--- config.mk ---
export PLATFORM = sky130hd
export DESIGN_NAME = blocking_fifo_with_waiter_handoff_top
export DESIGN_NICKNAME = d
export VERILOG_FILES = /design/src/hdl/bfwh_pkg.sv /design/src/hdl/bfwh_front.sv /design/src/hdl/bfwh_back.sv /design/src/hdl/blocking_fifo_with_waiter_handoff_top.sv
export SDC_FILE = /design/constraint.sdc
export NUM_CORES = 1
export LEC_CHECK = 0
export ABC_AREA = 1
export BUFFER_PORTS_ARGS = -buffer_cell sky130_fd_sc_hd__buf_2
export CAP_MARGIN = 20
export CORE_ASPECT_RATIO = 1.5
export CORE_MARGIN = 2
export CORE_UTILIZATION = 56
export CTS_CLUSTER_DIAMETER = 100
export DETAILED_ROUTE_END_ITERATION = 6
export PLACE_DENSITY = 0.73
export REMOVE_ABC_BUFFERS = 1
export SLEW_MARGIN = 40
export SYNTH_ARGS = -nofsm -noshare
export SYNTH_HDL_FRONTEND = slang
export SYNTH_SLANG_ARGS = --single-unit
--- constraint.sdc ---
create_clock -name clk -period 5.3 [get_ports clk]
set_clock_uncertainty 0.1 [all_clocks]
set_input_delay 1.06 -clock clk [delete_from_list [all_inputs] [get_ports clk]]
set_output_delay 1.06 -clock clk [all_outputs]
set_load 0.005 [all_outputs]
--- src/hdl/bfwh_pkg.sv ---
// Shared types for the blocking FIFO with waiter handoff.
// Holds the transaction and result structs and the operation and status codes.
// Depends on nothing.
package bfwh_pkg;

  localparam int PAYLOAD_W = 32;
  localparam int ID_PORT_W = 4;
  localparam int COUNT_W   = 32;

  typedef enum logic {
    OP_PUT = 1'b0,
    OP_GET = 1'b1
  } op_t;

  typedef enum logic {
    ST_GRANTED = 1'b0,
    ST_FULL    = 1'b1
  } status_t;

  typedef struct packed {
    op_t                  op;
    logic [PAYLOAD_W-1:0] payload;
    logic [ID_PORT_W-1:0] requester;
  } bfwh_item_t;

  typedef struct packed {
    status_t              status;
    logic [ID_PORT_W-1:0] granted_to;
    logic [PAYLOAD_W-1:0] granted_word;
    logic [COUNT_W-1:0]   served_total;
  } bfwh_result_t;

endpackage

--- src/hdl/bfwh_front.sv ---
// Front end: accepts input transactions, decodes the operation and holds
// them in a two-entry queue for the back end. Depends on bfwh_pkg.
module bfwh_front import bfwh_pkg::*; (
  input  logic                 clk,
  input  logic                 rst,
  input  logic                 in_valid,
  output logic                 in_ready,
  input  logic                 operation,
  input  logic [PAYLOAD_W-1:0] payload,
  input  logic [ID_PORT_W-1:0] requester,
  output logic                 item_valid,
  input  logic                 item_ready,
  output bfwh_item_t           item
);

  bfwh_item_t slots [2];
  logic       wr_ptr;
  logic       rd_ptr;
  logic [1:0] fill;
  logic       push;
  logic       pop;
  bfwh_item_t decoded;

  always_comb begin
    decoded.op        = operation ? OP_GET : OP_PUT;
    decoded.payload   = payload;
    decoded.requester = requester;
  end

  assign in_ready   = (fill != 2'd2);
  assign item_valid = (fill != 2'd0);
  assign item       = slots[rd_ptr];
  assign push       = in_valid && in_ready;
  assign pop        = item_valid && item_ready;

  always_ff @(posedge clk) begin
    if (push) begin
      slots[wr_ptr] <= decoded;
    end
  end

  always_ff @(posedge clk) begin
    if (rst) begin
      wr_ptr <= 1'b0;
      rd_ptr <= 1'b0;
      fill   <= 2'd0;
    end else begin
      if (push) begin
        wr_ptr <= ~wr_ptr;
      end
      if (pop) begin
        rd_ptr <= ~rd_ptr;
      end
      fill <= fill + {1'b0, push} - {1'b0, pop};
    end
  end

endmodule

--- src/hdl/bfwh_back.sv ---
// Back end: executes put and get transactions against the shared ring and
// registers one result per grant or rejection. Depends on bfwh_pkg.
module bfwh_back import bfwh_pkg::*; #(
  parameter int RING_DEPTH      = 16,
  parameter int WORD_WIDTH      = 32,
  parameter int REQUESTER_COUNT = 16
) (
  input  logic         clk,
  input  logic         rst,
  input  logic         item_valid,
  output logic         item_ready,
  input  bfwh_item_t   item,
  output logic         res_valid,
  input  logic         res_ready,
  output bfwh_result_t res
);

  localparam int ID_W = $clog2(REQUESTER_COUNT);
  localparam int EW   = (WORD_WIDTH > ID_W) ? WORD_WIDTH : ID_W;
  localparam int HW   = $clog2(RING_DEPTH);
  localparam int CW   = $clog2(RING_DEPTH + 1);
  localparam int TW   = CW + 1;

  logic [EW-1:0]      mem [RING_DEPTH];
  logic [EW-1:0]      rd_q;
  logic               byp;
  logic [EW-1:0]      byp_data;

  logic [HW-1:0]      head;
  logic [HW-1:0]      head_next;
  logic [HW-1:0]      head_inc;
  logic [CW-1:0]      count;
  logic [CW-1:0]      count_next;
  logic               waiters;
  logic               waiters_next;
  logic [COUNT_W-1:0] served;
  logic [COUNT_W-1:0] served_next;

  logic               take;
  logic               is_get;
  logic               match;
  logic               full;
  logic               pop;
  logic               push;
  logic               reject;
  logic [WORD_WIDTH-1:0] word;
  logic [ID_W-1:0]    id;
  logic [TW-1:0]      tail_sum;
  logic [HW-1:0]      tail;
  logic [EW-1:0]      wr_data;
  logic [EW-1:0]      head_entry;
  bfwh_result_t       res_next;
  logic               res_valid_next;

  assign item_ready = !res_valid || res_ready;
  assign take       = item_valid && item_ready;
  assign is_get     = (item.op == OP_GET);
  assign word       = WORD_WIDTH'(item.payload);
  assign id         = ID_W'(item.requester);
  assign match      = (count != '0) && (is_get ? !waiters : waiters);
  assign full       = (count == CW'(RING_DEPTH));
  assign pop        = take && match;
  assign reject     = take && !match && full;
  assign push       = take && !match && !full;
  assign head_entry = byp ? byp_data : rd_q;
  assign wr_data    = is_get ? EW'(id) : EW'(word);

  always_comb begin
    head_inc = (head == HW'(RING_DEPTH - 1)) ? '0 : head + HW'(1);
    tail_sum = TW'(head) + TW'(count);
    if (tail_sum >= TW'(RING_DEPTH)) begin
      tail_sum = tail_sum - TW'(RING_DEPTH);
    end
    tail = HW'(tail_sum);
  end

  always_comb begin
    head_next    = pop ? head_inc : head;
    count_next   = count + CW'(push) - CW'(pop);
    waiters_next = (push && (count == '0)) ? is_get : waiters;
    served_next  = pop ? served + COUNT_W'(1) : served;
  end

  always_comb begin
    res_next.status       = ST_FULL;
    res_next.granted_to   = '0;
    res_next.granted_word = '0;
    res_next.served_total = served;
    if (pop) begin
      res_next.status       = ST_GRANTED;
      res_next.served_total = served_next;
      if (is_get) begin
        res_next.granted_to   = item.requester;
        res_next.granted_word = PAYLOAD_W'(head_entry[WORD_WIDTH-1:0]);
      end else begin
        res_next.granted_to   = ID_PORT_W'(head_entry[ID_W-1:0]);
        res_next.granted_word = PAYLOAD_W'(word);
      end
    end
  end

  always_comb begin
    if (pop || reject) begin
      res_valid_next = 1'b1;
    end else if (res_ready) begin
      res_valid_next = 1'b0;
    end else begin
      res_valid_next = res_valid;
    end
  end

  always_ff @(posedge clk) begin
    if (push) begin
      mem[tail] <= wr_data;
    end
    rd_q     <= mem[head_next];
    byp      <= push && (tail == head_next);
    byp_data <= wr_data;
  end

  always_ff @(posedge clk) begin
    if (pop || reject) begin
      res <= res_next;
    end
  end

  always_ff @(posedge clk) begin
    if (rst) begin
      head      <= '0;
      count     <= '0;
      waiters   <= 1'b0;
      served    <= '0;
      res_valid <= 1'b0;
    end else begin
      head      <= head_next;
      count     <= count_next;
      waiters   <= waiters_next;
      served    <= served_next;
      res_valid <= res_valid_next;
    end
  end

endmodule

--- src/hdl/blocking_fifo_with_waiter_handoff_top.sv ---
// Top level of the blocking FIFO with waiter handoff.
// Instantiates bfwh_front and bfwh_back; depends on bfwh_pkg.
//
// A put hands its word to the oldest parked requester, or buffers it; a get
// takes the oldest buffered word, or parks its requester id. One ring of
// RING_DEPTH entries holds either words or ids, never both. Each grant gives
// one result with the running grant count; a put or get that must store into
// a full ring gives a result with status set and changes nothing. Buffering
// transactions give no result. The block takes one transaction per cycle while
// no result stalls: the back end handles one per cycle against a ring memory
// whose head entry is read ahead into a register, and a two-entry input queue
// and the result register let either side stall. A result is presented in
// the cycle after its transaction is taken, so it passes the input queue and
// the result register before it can be taken. No clearing pass follows reset.
module blocking_fifo_with_waiter_handoff_top import bfwh_pkg::*; #(
  parameter int RING_DEPTH      = 16,
  parameter int WORD_WIDTH      = 32,
  parameter int REQUESTER_COUNT = 16
) (
  input  logic                 clk,
  input  logic                 rst,
  input  logic                 in_valid,
  output logic                 in_ready,
  input  logic                 operation,
  input  logic [PAYLOAD_W-1:0] payload,
  input  logic [ID_PORT_W-1:0] requester,
  output logic                 out_valid,
  input  logic                 out_ready,
  output logic                 status,
  output logic [ID_PORT_W-1:0] granted_to,
  output logic [PAYLOAD_W-1:0] granted_word,
  output logic [COUNT_W-1:0]   served_total
);

  logic         item_valid;
  logic         item_ready;
  bfwh_item_t   item;
  bfwh_result_t res;

  bfwh_front u_front (
    .clk        (clk),
    .rst        (rst),
    .in_valid   (in_valid),
    .in_ready   (in_ready),
    .operation  (operation),
    .payload    (payload),
    .requester  (requester),
    .item_valid (item_valid),
    .item_ready (item_ready),
    .item       (item)
  );

  bfwh_back #(
    .RING_DEPTH      (RING_DEPTH),
    .WORD_WIDTH      (WORD_WIDTH),
    .REQUESTER_COUNT (REQUESTER_COUNT)
  ) u_back (
    .clk        (clk),
    .rst        (rst),
    .item_valid (item_valid),
    .item_ready (item_ready),
    .item       (item),
    .res_valid  (out_valid),
    .res_ready  (out_ready),
    .res        (res)
  );

  assign status       = res.status;
  assign granted_to   = res.granted_to;
  assign granted_word = res.granted_word;
  assign served_total = res.served_total;

endmodule

==> metrics <==
worst rel slew slack=0.433; share of cells above drive strength 1=0.104; NumNets Final=between 3,000 and 4,000; Ys Warns=0; Initial Util=0.565; die footprint=0.0602 sq mm; I/O Buffers=about 110; Detailed Routing Iterations Pass 1=5; Antenna Nets Post-Route=0; Vias/cell=roughly 5.5; Top-Level Pins=112; TritonCTS clock tree=built; post-route setup slack=1590 ps; routed wire length per instance=about 20 microns; RD Place Congestion=between 0.9 and 1; clock network fraction of design power=0.235; Pint=approximately 0.013 W; Flop pwr share=0.390; Max IR drop VDD=about 0.74 mV; Yosys reg bits=around 770; Routed WL=79,700 microns; Clock transition at path regs=~60 ps; # Post-CTS Setup Buffers=0; Worst Hold Class=reg -> reg; global-route wire length before repair=between 100,000 and 150,000 microns; pre-CTS setup slack=1360 ps; sequential area share after synthesis=0.673; core area=~0.058 sq mm; max cap viols=0; # DRC=0; area leader, netlist=edfxtp_1; Synth-to-Final Area Change=11.6%; Mapped Cells=3,141; CP max FO=38; unrepaired setup endpoints after global routing=no; Die Span X=approximately 200 microns; vias in the first global route=approximately 22,000; WP data required=5730 ps; synth top area cells=edfxtp_1, nand2_1, nand3_1, inv_1, dfxtp_1; status=completed; diodes inserted=0; fraction of the cycle the final worst path needs=0.700; hold buffers post-CTS=0; crit end category=flip-flop; Rows=about 110; commonest non-fill, non-tap cell in the layout=nand2_1; Multi-input gate area=just under 0.008 sq mm; power per cell area=between 500 and 600 mW/mm^2; Worst-Margin Slew=approximately 850 ps; Clock Tree Buf Depth=3; post-CTS sizing=0; Sw Pwr=0.00828 W; clk sink count=about 770; Pleak=around 16 nW; CP startpoint kind=flip-flop; Peak Freq=~270 MHz; kind of critical path=reg -> reg; # H-tree levels=3; Unique masters post-synth=36; most frequent cells in the layout=nand2_1, edfxtp_1, inv_1, nand3_1, dfxtp_1; Hold Fails Final Rpt=0; total CTS buffers=70; worst hold margin=416 ps; Syn Area/Cell=approximately 10 sq um; min cycle time layout=about 3700 ps; worst-skew pair later-pin latency=630 ps; total global routing overflow=0; Register Area=approximately 0.022 sq mm; via count=22,200; switching part of the total=0.383; initial antenna violation count=1; drt initial violations=around 2,000; Filler cells=between 4,000 and 5,000; CP arrival=around 4100 ps; all-layer global routing usage=0.267; HPWL after DPL=between 40,000 and 50,000 microns; Tot Pwr=roughly 0.022 W; largest net degree at the start of global routing=just under 100; area share of the largest cell type after synthesis=0.604; Die Y=299 microns; final-report max-slew violation count=0; CTS root buf=clkbuf_16; Final setup violation count=0; combinational power share=0.375; Post-Syn Area=between 0.03 and 0.04 sq mm
==> synthesized netlist by cell type <==
cell,n
o21ai_4,1
a31oi_1,1
nor4_1,4
inv_1,606
buf_1,11
ha_1,13
nand2_1,805
nand2_4,2
clkbuf_1,36
xor2_1,25
nand3b_1,1
nor2b_1,1
buf_6,13
mux2_2,32
a211oi_1,1
inv_2,2
o21ai_1,1
xnor2_1,6
nor3b_1,6
edfxtp_1,655
o21ai_0,3
nor3_1,18
nor2_4,2
nand2_2,4
fa_1,2
nand4_1,12
or3_1,1
o21bai_1,1
buf_2,49
nand3_1,531
buf_4,35
o21ai_2,2
nor2_1,85
dfxtp_1,113
clkinv_1,1
a21oi_1,60
==> power groups by stage <==
| stage | combinational (W) | sequential [W] | clock (W) |
|---|---|---|---|
| after floorplan | 0.00511 | 0.00855 | 0 |
| after global placement | 0.00765 | 0.00853 | 0 |
| after detailed placement | 0.00798 | 0.00856 | 0 |
| after CTS | 0.00806 | 0.00844 | 0.00514 |
| after global routing | 0.00894 | 0.00852 | 0.00537 |
| final | 0.00810 | 0.00844 | 0.00508 |
==> critical path, stage by stage (launching register included) <==
cell and delay (ps):
dfxtp_2 330, buf_4 520, nand2_1 170, nand3_1 140
nand2_2 120, nor2_4 270, buf_4 400, ha_1 300
inv_1 60, ha_1 150, inv_1 60, fa_1 410
nor2_1 160, nor2_1 60, nor2_1 80, nor2_1 60
nand2_1 40, nor3b_1 170
==> sequential cells by signal, indices dropped and copies added, names as in the netlist, 2 cells and up, named ones only <==
signal,cells
u_front.slots,74
u_back.mem,512
u_back.head,4
u_back.served,32
u_front.fill,2
u_back.rd_q,32
u_back.byp_data,32
u_back.count,5
u_back.res,69
==> area by class of cell <==
class	instances	share of cell area
Timing Repair Buffer	168	0.0320
Tap cell	770	0.0265
Sequential cell	768	0.603
Inverter	609	0.0630
Multi-Input combinational cell	1620	0.213
Clock inverter	31	0.00946
Clock buffer	98	0.0533
==> per-layer routing <==
layer / wire [microns] / vias up / track usage
li1: - / 10300 / -
met5: 0 / - / 0
met2: 39300 / 1071 / 0.457
met4: 3890 / 0 / 0.142
met1: 29800 / 10500 / 0.327
met3: 6790 / 252 / 0.0416
==> logic make-up after synthesis <==
family | synth area share
AOI/OAI and AO/OA | 0.0115
xor gates and xnor gates | 0.00833
adders and majority gates | 0.00622
buffers and inverters | 0.0957
DFF | 0.673
muxes | 0.0111
and+or+nand+nor | 0.194
==> path summary, 6_finish.rpt <==
kind                      from                end  depth (start not counted)  slack (ps)
max                  flip-flop    u_back.count[4]                         17        1590
min          u_back.served[31]  u_back.served[31]                          2         420
max reg2reg          flip-flop    u_back.count[4]                         17        1590
min reg2reg  u_back.served[31]  u_back.served[31]                          2         420
==> through the flow <==
stage | instances | instance area (sq um) | TNS [ps] | util
final | 4064 | 36400 | 0 | 0.630
after detailed placement | 3935 | 34100 | 0 | 0.591
after global routing | 4064 | 36400 | 0 | 0.630
after CTS | 4064 | 36400 | 0 | 0.630
after global placement | 3929 | 33900 | 0 | 0.588
after floorplan | 2997 | 31800 | -45730 | -
Power figures use the tool's default switching activity.
